[config.mk]
export PLATFORM = sky130hd
export DESIGN_NAME = mep_front
export DESIGN_NICKNAME = d
export VERILOG_FILES = /design/src/rtl/core/mep_pkg.sv /design/src/rtl/core/mep_front.sv
export SDC_FILE = /design/constraint.sdc
export NUM_CORES = 2
export LEC_CHECK = 0
export BUFFER_PORTS_ARGS = -buffer_cell sky130_fd_sc_hd__buf_2
export CORE_MARGIN = 2
export CORE_UTILIZATION = 50
export DETAILED_ROUTE_END_ITERATION = 6
export GPL_TIMING_DRIVEN = 0
export MAX_ROUTING_LAYER = met4
export PLACE_DENSITY_LB_ADDON = 0.2
export SLEW_MARGIN = 20
export SYNTH_ARGS = -nofsm -noshare
export SYNTH_HDL_FRONTEND = slang
export SYNTH_SLANG_ARGS = --single-unit
[constraint.sdc]
create_clock -name i_clk -period 15.2 [get_ports i_clk]
set_clock_uncertainty 0.05 [all_clocks]
set_input_delay 2.28 -clock i_clk [delete_from_list [all_inputs] [get_ports i_clk]]
set_output_delay 2.28 -clock i_clk [all_outputs]
set_load 0.05 [all_outputs]
[src/rtl/core/mep_pkg.sv]
// package for the mandelbrot escape-time pixel engine
// types, fixed-point constants and the colour map used by the mep modules
// no dependencies
package mep_pkg;

    // fixed-point format of coordinates and orbit values
    localparam int FRAC_BITS  = 28;
    localparam int MAX_WIDTH  = 4096;
    localparam int MAX_HEIGHT = 4096;
    localparam int Q_DEPTH    = 2;

    // configuration register indexes
    typedef enum logic [2:0] {
        REG_REAL_LEFT  = 3'd0,
        REG_IMAG_LOWER = 3'd1,
        REG_REAL_STEP  = 3'd2,
        REG_IMAG_STEP  = 3'd3,
        REG_MAX_ITER   = 3'd4
    } t_reg_idx;

    // register reset values
    localparam logic signed [31:0] RST_REAL_LEFT  = -32'sd536870912;
    localparam logic signed [31:0] RST_IMAG_LOWER = -32'sd536870912;
    localparam logic [15:0]        RST_MAX_ITER   = 16'd10000;

    // colour constants
    localparam logic [7:0] RED_HIGH   = 8'd240;
    localparam int         SHADE_BIT  = 4;

    // plane geometry seen by the front end
    typedef struct packed {
        logic signed [31:0] real_left;
        logic signed [31:0] imag_lower;
        logic signed [31:0] real_step;
        logic signed [31:0] imag_step;
    } t_plane;

    // point c handed from front to back
    typedef struct packed {
        logic signed [31:0] cy;
        logic signed [31:0] cx;
    } t_point;

    typedef struct packed {
        logic [7:0] blue;
        logic [7:0] green;
        logic [7:0] red;
    } t_rgb;

    typedef enum logic [1:0] {
        BK_IDLE,
        BK_MUL,
        BK_ADD,
        BK_DONE
    } t_back_state;

    // clamp a 64-bit signed value to the signed 32-bit range
    function automatic logic signed [31:0] sat32(input logic signed [63:0] v);
        logic signed [31:0] r;
        if (v > 64'sd2147483647) begin
            r = 32'sh7fffffff;
        end else if (v < -64'sd2147483648) begin
            r = 32'sh80000000;
        end else begin
            r = v[31:0];
        end
        return r;
    endfunction

    // colour of a pixel from its iteration count
    function automatic t_rgb colour(input logic [15:0] count, input logic [15:0] limit);
        t_rgb       c;
        logic [7:0] shade;
        shade = {count[3:0], 4'b0000};
        c     = '0;
        if (count != limit) begin
            if (count[SHADE_BIT]) begin
                c.red   = RED_HIGH;
                c.green = shade;
                c.blue  = shade;
            end else begin
                c.red   = shade;
            end
        end
        return c;
    endfunction

endpackage

[src/rtl/core/mep_front.sv]
// front end: clamps pixel indexes and maps them to a point c of the plane
// one multiply stage, then add and saturate on the way into the queue; uses mep_pkg
module mep_front (
    input  logic            i_clk,
    input  logic            i_rst_n,
    input  mep_pkg::t_plane i_plane,
    input  logic            i_valid,
    output logic            o_ready,
    input  logic [11:0]     i_row,
    input  logic [11:0]     i_col,
    output logic            o_push,
    output mep_pkg::t_point o_point,
    input  logic            i_full
);
    import mep_pkg::*;

    logic               r_busy;
    logic signed [44:0] r_prod_re, r_prod_im;
    logic [11:0]        row_c, col_c;
    logic signed [44:0] n_prod_re, n_prod_im;
    logic signed [63:0] sum_re, sum_im;
    logic               take;

    // clamp indexes to the image
    always_comb begin
        row_c = (32'(i_row) >= MAX_HEIGHT) ? 12'(MAX_HEIGHT - 1) : i_row;
        col_c = (32'(i_col) >= MAX_WIDTH)  ? 12'(MAX_WIDTH - 1)  : i_col;
    end

    // index times step
    assign n_prod_re = 45'($signed({1'b0, col_c})) * 45'(i_plane.real_step);
    assign n_prod_im = 45'($signed({1'b0, row_c})) * 45'(i_plane.imag_step);

    // base plus offset, saturated
    assign sum_re = 64'(i_plane.real_left) + 64'(r_prod_re);
    assign sum_im = 64'(i_plane.imag_lower) + 64'(r_prod_im);
    assign o_point.cx = sat32(sum_re);
    assign o_point.cy = sat32(sum_im);

    assign o_push  = r_busy && !i_full;
    assign o_ready = !r_busy || o_push;
    assign take    = i_valid && o_ready;

    // product stage
    always_ff @(posedge i_clk) begin
        if (take) begin
            r_prod_re <= n_prod_re;
            r_prod_im <= n_prod_im;
        end
    end

    always_ff @(posedge i_clk) begin
        if (!i_rst_n) begin
            r_busy <= 1'b0;
        end else if (take) begin
            r_busy <= 1'b1;
        end else if (o_push) begin
            r_busy <= 1'b0;
        end
    end

endmodule

==> impl_metrics.yaml <==
setup_path:
  crit_path_end_kind: "output pin"
  critPathMaxFanout: 10
  critPathKind: "input pin to output pin"
  slowest_delay_ns: 0.53
  crit_chain: "buf_2 > ha_1 > fa_1 > a211oi_1 > o21ai_0 > a21oi_1 > a21oi_2 > o31ai_4 > a31oi_1 > xnor2_1 > or4_1 > nor4_1 > a31oi_1 > clkbuf_1 > o21ai_0 > buf_2"
  cp.required_ns: 12.87
  cp_data_arrival_time_ns: 6.81
  crit_slowest_cell: "or4_1"
  cp-start-kind: "input pin"
synth:
  syn_avg_cell_area_um2: 8.60
  synth_cell_types: 84
  seq_area_frac_synth: 0.0779
  ys_ff_latch: 91
  ys_top_cells_by_area: "fa_1 39%, ha_1 10%, inv_1 9.8%"
  synthTopCellsByCount: "914 x inv_1, 678 x fa_1, 542 x nand2_1"
  synth_edf_count: 90
  synth_top_area_cell: "fa_1"
  synthArstFlopShare: 0
  yosys_warnings: 0
  syn-instance-count: 4067
  synth_top_area_share: 0.388
  yosysMostFrequentCell: "inv_1"
  synth_nets: 5189
  syn_area_um2: 35000
  synth_flop_cell: "edfxtp_1"
clock_tree:
  clock-sinks: 91
  clk_pin_slew_ns: 0.08
  clk-insertion-delay-late_ns: 0.37
  cts_tree: "done"
  htreeDepth: 3
  cts_resized: 0
  hold_buffers: 0
  ctsLongestPathBuffers: 2
  cts_setup_buffers: 0
  root_buffer: "clkbuf_16"
  numCtsBuffers: 9
floorplan:
  io-pin-count: 222
  die_width_um: 268
  rows: 96
  initial_core_util: 0.507
  core-area_um2: 68900
  die_h_um: 268
  die_area_um2: 72100
finish:
  nNetsFinal: 5422
  final_area_um2: 37600
  syn2layout_area_growth_pct: 7.48
  n_fill_cell: 6568
  multiInputGateArea_um2: 28100
  drive_gt1_frac: 0.0653
  register_area_um2: 2720
detailed_routing:
  drc: 0
  vias: 28100
  wire_per_inst_um: 18.5
  wl_um: 97200
  antenna_left: 0
  routed_via_density: 5.36
  dr.pass1.iters: 7
  drt-initial-drc-count: 2257
sta:
  setup_viol: 0
  tightest_slew_ns: 0.861
  holdWs_ns: 0.502
  drv_slew: 0
  finalCriticalPeriod_ns: 9.14
  relSlewSlack: 0.419
  fmax_mhz: 109
  hold_viol: 0
  final.period_utilization: 0.601
  setup_tns_ns: 0
  rsz0062_at_grt: "no"
global_route:
  top_usage_layer: "met2"
  use_met2: 0.431
  grt_usage: 0.287
  grt_pass1_wl_um: 155000
  met1_usage: 0.410
  first_global_vias: 28500
  grt_max_degree: 50
  grtUsageMet3: 0.0390
  gr-total-overflow: 0
  antenna_found_initial: 8
min_path:
  hp-class: "flop to flop"
place:
  numPortBuffers: 221
  hpwl_um: 84000
  gp_congestion: 0.958
  placed_cell_area_um2: 37300
flow_run:
  drv_cap: 0
status:
  status: "complete, no violations"
layer usage:
metal | up-vias | share of wire
met5 | - | 0
met4 | 0 | 0.027
met3 | 152 | 0.074
met2 | 1013 | 0.44
met1 | 13900 | 0.46
li1 | 13000 | -
critical path, delay by kind of cell:
family / cells / cell delay [ns]
simple gates: 2 / 0.82
compound gates: 8 / 2.18
xor+xnor: 1 / 0.16
fa+ha+maj: 2 / 0.66
buf+inv: 3 / 0.71
registers in the layout, indices dropped and copies added, names as in the netlist:
signal and cells:
r_prod_re 45, r_prod_im 45, r_busy 1
logic make-up (layout without fill, tap and decap cells):
kind of cell	Yosys count	in the layout	share of synthesized area
DFF	91	91	0.0779
xor gates and xnor gates	159	159	0.0398
adders and majority gates	966	966	0.491
and+or+nand+nor	1166	1166	0.163
AOI/OAI and AO/OA	581	581	0.108
other	0	8	0
buffers and inverters	1097	1335	0.119
muxes	7	7	0.00204
stage by stage:
step	std cells	util	setup slack [ns]
final	5244	0.545	6.06
after floorplan	4067	-	6.54
after global routing	5242	0.545	5.66
after detailed placement	5220	0.540	5.81
after global placement	5219	0.540	5.82
after CTS	5236	0.545	6.14
layout make-up:
class                           instances  share of cell area
Timing Repair Buffer                  222              0.0300
Antenna cell                            8            0.000533
Tap cell                              931              0.0310
Sequential cell                        91              0.0724
Clock buffer                            9             0.00599
Inverter                              914              0.0913
Multi-Input combinational cell       2879               0.748
Clock inverter                          7             0.00206
Buffer                                183              0.0192
cells in the final DEF, fill, tap and decap left out, types with 87 or more instances in the layout:
| cell type | count |
|---|---|
| buf_2 | 227 |
| a21oi_1 | 158 |
| xnor2_1 | 103 |
| edfxtp_1 | 90 |
| o21ai_0 | 114 |
| a21o_1 | 87 |
| nand2_1 | 542 |
| ha_1 | 288 |
| and2_1 | 351 |
| nor2_1 | 94 |
| fa_1 | 678 |
| clkbuf_1 | 169 |
| inv_1 | 914 |
path summary, 6_finish.rpt:
| kind | slack [ns] | end | from | cells past startpoint |
|---|---|---|---|---|
| max reg2reg | 13.53 | r_prod_im[31]$_DFFE_PP_ | r_busy$_SDFFE_PN0P_ | 3 |
| max | 6.06 | o_point[24] | i_plane[96] | 16 |
| min | 0.50 | r_busy$_SDFFE_PN0P_ | r_busy$_SDFFE_PN0P_ | 2 |
| min reg2reg | 0.50 | r_busy$_SDFFE_PN0P_ | r_busy$_SDFFE_PN0P_ | 2 |
Power is not shown: default switching activity piles up to over one toggle a cycle in this logic, so the estimate is an artifact.
