$ cat src/rtl/core/mep_fifo.sv
// short queue of points between the front end and the iteration engine
// registers only, first-word fall-through; depends on nothing
module mep_fifo #(
    parameter int WIDTH = 64,
    parameter int DEPTH = 2
) (
    input  logic             i_clk,
    input  logic             i_rst_n,
    input  logic             i_push,
    input  logic [WIDTH-1:0] i_data,
    output logic             o_full,
    input  logic             i_pop,
    output logic             o_valid,
    output logic [WIDTH-1:0] o_data
);
    localparam int PW = (DEPTH > 1) ? $clog2(DEPTH) : 1;
    localparam int CW = $clog2(DEPTH + 1);

    logic [WIDTH-1:0] r_mem [DEPTH];
    logic [PW-1:0]    r_wr, r_rd;
    logic [CW-1:0]    r_cnt;
    logic             do_push, do_pop;

    assign o_full  = (r_cnt == CW'(DEPTH));
    assign o_valid = (r_cnt != '0);
    assign o_data  = r_mem[r_rd];
    assign do_push = i_push && !o_full;
    assign do_pop  = i_pop && o_valid;

    // storage
    always_ff @(posedge i_clk) begin
        if (do_push) begin
            r_mem[r_wr] <= i_data;
        end
    end

    // pointers and fill count
    always_ff @(posedge i_clk) begin
        if (!i_rst_n) begin
            r_wr  <= '0;
            r_rd  <= '0;
            r_cnt <= '0;
        end else begin
            if (do_push) begin
                r_wr <= (r_wr == PW'(DEPTH - 1)) ? '0 : r_wr + 1'b1;
            end
            if (do_pop) begin
                r_rd <= (r_rd == PW'(DEPTH - 1)) ? '0 : r_rd + 1'b1;
            end
            if (do_push && !do_pop) begin
                r_cnt <= r_cnt + 1'b1;
            end else if (do_pop && !do_push) begin
                r_cnt <= r_cnt - 1'b1;
            end
        end
    end

endmodule

$ cat config.mk
export PLATFORM = sky130hd
export DESIGN_NAME = mep_fifo
export DESIGN_NICKNAME = d
export VERILOG_FILES = /design/src/rtl/core/mep_fifo.sv
export SDC_FILE = /design/constraint.sdc
export NUM_CORES = 1
export LEC_CHECK = 0
export ABC_AREA = 1
export BUFFER_PORTS_ARGS = -buffer_cell sky130_fd_sc_hd__buf_4
export CORE_ASPECT_RATIO = 0.7
export CORE_MARGIN = 2
export CORE_UTILIZATION = 54
export CTS_CLUSTER_SIZE = 20
export DETAILED_ROUTE_END_ITERATION = 10
export PLACE_DENSITY = 0.79
export SYNTH_ARGS = -nofsm -noshare
export SYNTH_HDL_FRONTEND = slang
export SYNTH_SLANG_ARGS = --single-unit
export TNS_END_PERCENT = 30
$ cat constraint.sdc
create_clock -name i_clk -period 6.25 [get_ports i_clk]
set_input_delay 0.3125 -clock i_clk [delete_from_list [all_inputs] [get_ports i_clk]]
set_output_delay 0.3125 -clock i_clk [all_outputs]
set_load 0.02 [all_outputs]
==> results of run 1 <==
==> worst register-to-register path: cells and delay by family, from the launching register on <==
| kind | cells | cell delay, ns |
|---|---|---|
| AOI/OAI and AO/OA | 1 | 0.13 |
| buffers and inverters | 2 | 0.76 |
| and+or+nand+nor | 1 | 0.37 |
| DFF | 1 | 0.32 |
==> layout make-up <==
type                            instances  area (um^2)
Clock inverter                         14          141
Tap cell                              124          155
Clock buffer                           18          429
Timing Repair Buffer                  136         1020
Multi-Input combinational cell         88         1080
Inverter                                8         30.0
Sequential cell                       133         3950
Fill cell                             565         2380
==> registers in the layout, indices dropped and copies added, names as in the netlist, named ones only <==
register / flops
r_mem: 128
r_cnt: 2
r_rd: 1
r_wr: 1
==> stage by stage <==
stage                     worst slack (ns)  area, um^2
after floorplan                       2.60        5170
after global placement                4.02        6230
after detailed placement              3.99        6230
after CTS                             3.55        6800
after global routing                  3.48        6800
final                                 3.61        6800
==> cell families (layout without fill, tap and decap cells) <==
family,count (synthesis),count (layout),share of synthesized area
AO/OA/AOI/OAI,5,5,0.00605
adder cells (fa/ha/maj),1,1,0.00242
buffers and inverters,15,176,0.0312
flip-flops,133,133,0.763
multiplexers,64,64,0.183
AND/OR/NAND/NOR,18,18,0.0138
==> cells in the final DEF (no fill, tap or decap), types with 2 or more instances in the layout <==
| cell | Yosys | layout |
|---|---|---|
| buf_4 | 0 | 136 |
| bufinv_16 | 0 | 3 |
| clkbuf_16 | 0 | 17 |
| clkinv_1 | 0 | 5 |
| clkinv_2 | 0 | 5 |
| dfxtp_1 | 5 | 4 |
| edfxtp_1 | 128 | 128 |
| inv_1 | 8 | 8 |
| mux2_2 | 4 | 4 |
| mux2_4 | 60 | 60 |
| nand2_1 | 7 | 7 |
| nor2_1 | 9 | 7 |
| nor2_4 | 0 | 2 |
| o21ai_0 | 2 | 2 |
==> final timing paths <==
check	to	slack [ns]	cells after the start
max	o_data[47]	3.61	3
min reg2reg	flip-flop	0.53	2
min	r_mem[0][28]$_DFFE_PP_	0.09	1
max reg2reg	r_mem[1][18]$_DFFE_PP_	4.22	4
==> power by group <==
| part | internal, W | leakage (nW) | switching, W |
|---|---|---|---|
| logic | 0.000386 | 1.19 | 0.000398 |
| registers | 0.00113 | 1.24 | 0.0000632 |
| clock network | 0.000615 | 0.281 | 0.000333 |
| total | 0.00213 | 2.71 | 0.000793 |
==> metal layers <==
metal | up-vias | GRT usage | part of all wire
met3 | 11 | 0.0705 | 0.075
met1 | 1255 | 0.237 | 0.44
met2 | 98 | 0.283 | 0.47
met4 | 0 | 0.0666 | 0.012
met5 | - | 0 | 0
li1 | 1208 | - | -
==> flow_summary.json, run 1 <==
{
  "end_kind": "output pin",
  "instances_no_fill": 521,
  "reg2reg_from": "r_cnt[1]$_SDFFE_PN0P_",
  "ios": 134,
  "first_pass_iters": 4,
  "synth-seq-area-share": 0.763,
  "buffer_ports.inserted": 133,
  "clock_latency_ns": 0.40,
  "post_drt_via_cell_ratio": 4.94,
  "gp_congestion": 0.675,
  "netlist_area_um2": 5170,
  "postCtsSetupRepairBufs": 0,
  "synth_most_common_cell": "edfxtp_1",
  "synth.avg_cell_area_um2": 21.9,
  "dp_hpwl_um": 5830,
  "area_growth_pct": 31.6,
  "first_iter_violations": 198,
  "ys_ff_latch": 133,
  "drc": 0,
  "die_y_um": 85.8,
  "vias": 2572,
  "p_per_area_nw_per_um2": 430,
  "wl_um": 9080,
  "setup_viol": 0,
  "synth_top_cells_by_area": "edfxtp_1, mux2_4, buf_12",
  "netlist-cell-type-count": 16,
  "outcome": "finished, final reports clean",
  "overflow": 0,
  "clockBufferDepth": 2,
  "slew_headroom": 0.523,
  "cts_max_level": 4,
  "power_w": 0.00293,
  "num_antenna_cells": 0,
  "cts_tree": "done",
  "ys_warn_count": 0,
  "slowest_delay_ns": 0.69,
  "crit_path_top_delay_cell": "dfxtp_4",
  "cts.sinks": 133,
  "cts_resized": 0,
  "core_area_um2": 9180,
  "grt_max_degree": 53,
  "synth_cells": 236,
  "grt_pass1_vias": 2678,
  "fin_util": 0.741,
  "critical_path_buf_inv_count": 2,
  "ys.flop_type": "edfxtp_1",
  "rows": 29,
  "synth_top_area_frac": 0.744,
  "min_from": "i_data[28]",
  "wl_per_cell_um": 17.4,
  "period_minus_slack_ns": 2.64,
  "clk_pin_slew_worst_paths_ns": 0.05,
  "cp-start-kind": "flip-flop",
  "worst_slew_pin_slew_ns": 0.716,
  "tns_ns": 0,
  "hold_buffers": 0,
  "maxCapViolCount": 0,
  "dp.cells": 489,
  "die_width_um": 121,
  "ir_worst_vdd_v": 0.000253,
  "synth_edf_count": 128,
  "grt_antenna_before_repair": 0,
  "cp_max_fo": 36,
  "drive_gt1_frac": 0.579,
  "hold_ws_ns": 0.0898,
  "finClkSkew_ns": 0.00784,
  "fin_crit_sh": 0.423,
  "async_reset_ff_frac": 0,
  "worstPathRequired_ns": 5.94,
  "worstSetupPathType": "flip-flop to output pin",
  "die_area_um2": 10400,
  "critPathArrivalTime_ns": 2.33,
  "hold_viol_final": 0,
  "yosys.area.top_type": "edfxtp_1",
  "syn_nets": 305,
  "grt_usage": 0.182,
  "rsz0062_at_grt": "no",
  "grt_pass1_wl_um": 13600,
  "cts_buffers": 17,
  "fmax_mhz": 379,
  "final_nets": 453,
  "cts_root_buf": "clkbuf_16",
  "crit_family": "buffers and inverters",
  "ant_nets": 0,
  "leakage_nw": 2.71,
  "crit_top_cell": "buf_4",
  "synth_commonest_cells": "edfxtp_1, mux2_4, nor2_1",
  "min_path_type": "input port to flip-flop",
  "start_util": 0.563,
  "slew_viol_final": 0,
  "critical_path.cell_chain": "buf_4 -> mux2_2 -> buf_4"
}
No activity file was read; power rests on OpenSTA's default activity.
==> run 2, diff against run 1 <==
--- a/config.mk
+++ b/config.mk
@@ -9,10 +9,10 @@
 export BUFFER_PORTS_ARGS = -buffer_cell sky130_fd_sc_hd__buf_4
 export CORE_ASPECT_RATIO = 0.7
 export CORE_MARGIN = 2
-export CORE_UTILIZATION = 54
+export CORE_UTILIZATION = 47
 export CTS_CLUSTER_SIZE = 20
 export DETAILED_ROUTE_END_ITERATION = 10
-export PLACE_DENSITY = 0.79
+export PLACE_DENSITY = 0.73
 export SYNTH_ARGS = -nofsm -noshare
 export SYNTH_HDL_FRONTEND = slang
 export SYNTH_SLANG_ARGS = --single-unit
==> constraint.sdc (replaced) <==
create_clock -name i_clk -period 2.4 [get_ports i_clk]
set_input_delay 0.12 -clock i_clk [delete_from_list [all_inputs] [get_ports i_clk]]
set_output_delay 0.12 -clock i_clk [all_outputs]
set_load 0.02 [all_outputs]
==> run 2 against run 1 <==
  * Setup slack worse by 3.2 ns
  * Wire length rose by 11%
  * Utilization fell by 2.1 points
  * Global-route usage is 1.0 points lower
  * Die area up 14%
  * Non-clock buffer count grew 69
  * Largest cell class unchanged
==> flow_summary.json, run 2 (synthesized netlist as in run 1, its figures left out) <==
{
  "fmax_mhz": 506,
  "min_from": "i_push",
  "fin_crit_sh": 0.824,
  "worstSetupPathType": "flip-flop to output pin",
  "ff2ff_path_depth": 9,
  "rsz0062_at_grt": "no",
  "worst_slew_pin_slew_ns": 0.509,
  "die_width_um": 129,
  "first_pass_iters": 4,
  "area_growth_pct": 46.5,
  "cts_resized": 0,
  "slew_headroom": 0.661,
  "postLayoutCellArea_um2": 7570,
  "clockBufferDepth": 2,
  "hold_depth": 4,
  "cp-start-kind": "flip-flop",
  "rows": 31,
  "hold_viol_final": 0,
  "dp.cells": 517,
  "grt_usage": 0.172,
  "ir_worst_vdd_v": 0.000595,
  "grt_max_degree": 38,
  "grt_pass1_vias": 2947,
  "ant_nets": 0,
  "place_area_um2": 6300,
  "clk_pin_slew_worst_paths_ns": 0.05,
  "wl_um": 10100,
  "top_register": "r_mem",
  "worstPathRequired_ns": 2.28,
  "vias": 2837,
  "critPathArrivalTime_ns": 1.86,
  "register_area_um2": 3950,
  "cp_max_fo": 23,
  "final_cell_mix": "buf_4, edfxtp_1, dlygate4sd3_1",
  "reg2reg_slack_ns": 0.77,
  "instances_no_fill": 612,
  "multiInputGateArea_um2": 1080,
  "post_drt_via_cell_ratio": 4.64,
  "drive_gt1_frac": 0.508,
  "power_w": 0.00799,
  "ios": 134,
  "setup_viol": 0,
  "die_y_um": 91.7,
  "cts_buffers": 17,
  "largest_reg_flops": 128,
  "final_nets": 522,
  "cts_max_level": 4,
  "p_per_area_nw_per_um2": 1060,
  "maxCapViolCount": 0,
  "finClkSkew_ns": 0.00922,
  "wl_per_cell_um": 16.5,
  "grt_antenna_before_repair": 1,
  "fill_cells": 649,
  "gp_congestion": 0.712,
  "min_to": "r_wr$_SDFFE_PN0N_",
  "leakage_nw": 3.03,
  "grt_pass1_wl_um": 14900,
  "dp_hpwl_um": 6570,
  "drc": 0,
  "period_minus_slack_ns": 1.98,
  "cts.sinks": 133,
  "min_path_type": "input port to flip-flop",
  "buffer_ports.inserted": 133,
  "clock_latency_ns": 0.40,
  "largestRegisters": "r_mem: 128 flops, r_cnt: 2 flops",
  "slew_viol_final": 0,
  "start_util": 0.491,
  "first_iter_violations": 177,
  "overflow": 0,
  "fin_util": 0.720,
  "outcome": "finished, final reports clean",
  "worstReg2RegEnd": "r_cnt[1]$_SDFFE_PN0P_",
  "layout_commonest_cell": "buf_4",
  "reg2reg_from": "r_cnt[1]$_SDFFE_PN0P_",
  "cts_tree": "done",
  "end_kind": "output pin",
  "core_area_um2": 10500,
  "die_area_um2": 11900,
  "cts_root_buf": "clkbuf_16"
}
## run 2: cell types whose count changed in the layout (fill, tap and decap cells not counted)
cell,delta
buf_12,+1
diode_2,+1
clkbuf_1,-1
clkinv_1,-3
buf_4,+3
bufinv_16,+2
dlygate4sd3_1,+65
clkinv_2,-1
clkinvlp_4,-1
inv_6,+1
## run 2: cell type report
class,instances,share of cell area
sequential,133,0.522
timing repair buffer,205,0.227
multi-input combinational,88,0.142
clock buffer,17,0.0562
clock inverter,12,0.0246
tap,148,0.0245
inverter,8,0.00397
antenna,1,0.000331
## run 2: metal layers
| metal | routed length [um] | up-vias | GRT usage | part of all wire |
|---|---|---|---|---|
| met5 | 0 | - | 0 | 0 |
| met2 | 4630 | 102 | 0.266 | 0.46 |
| met4 | 54 | 0 | 0.0598 | 0.0053 |
| li1 | - | 1349 | - | - |
| met1 | 4630 | 1381 | 0.220 | 0.46 |
| met3 | 779 | 5 | 0.0723 | 0.077 |
## run 2: worst max path at each step
stage	start	to	slack, ns
after floorplan	r_cnt[1]$_SDFFE_PN0P_	r_mem[0][0]$_DFFE_PP_	-0.18
after global placement	flip-flop	o_data[47]	0.83
after detailed placement	r_cnt[1]$_SDFFE_PN0P_	r_cnt[1]$_SDFFE_PN0P_	0.79
after CTS	flip-flop	o_data[47]	0.40
after global routing	flip-flop	o_data[47]	0.35
final	flip-flop	o_data[41]	0.42
## run 2: critical path, cell delays in order, from the launching register on
cell,delay (ns)
dfxtp_4,0.62
buf_4,0.30
mux2_2,0.37
buf_4,0.16
## run 2: repair_timing
action / CTS / global route
hold endpoints to repair: 133 / 0
setup buffers: 0 / 0
hold buffers: 65 / 0
## run 2: power by group
part           internal (W)  leakage, nW  total, W  switching (W)
Sequential          0.00294         1.24   0.00309       0.000152
Combinational       0.00110         1.49   0.00220        0.00110
Clock               0.00181        0.303   0.00269       0.000877
## run 2: per-stage QoR
step | setup TNS (ns) | hold slack (ns) | worst slack, ns
2_1_floorplan | -23.39 | 0.219 | -0.183
3_3_place_gp | 0 | 0.304 | 0.828
3_5_place_dp | 0 | 0.308 | 0.794
4_1_cts | 0 | 0.132 | 0.397
5_1_grt | 0 | 0.183 | 0.354
6_report | 0 | 0.154 | 0.422
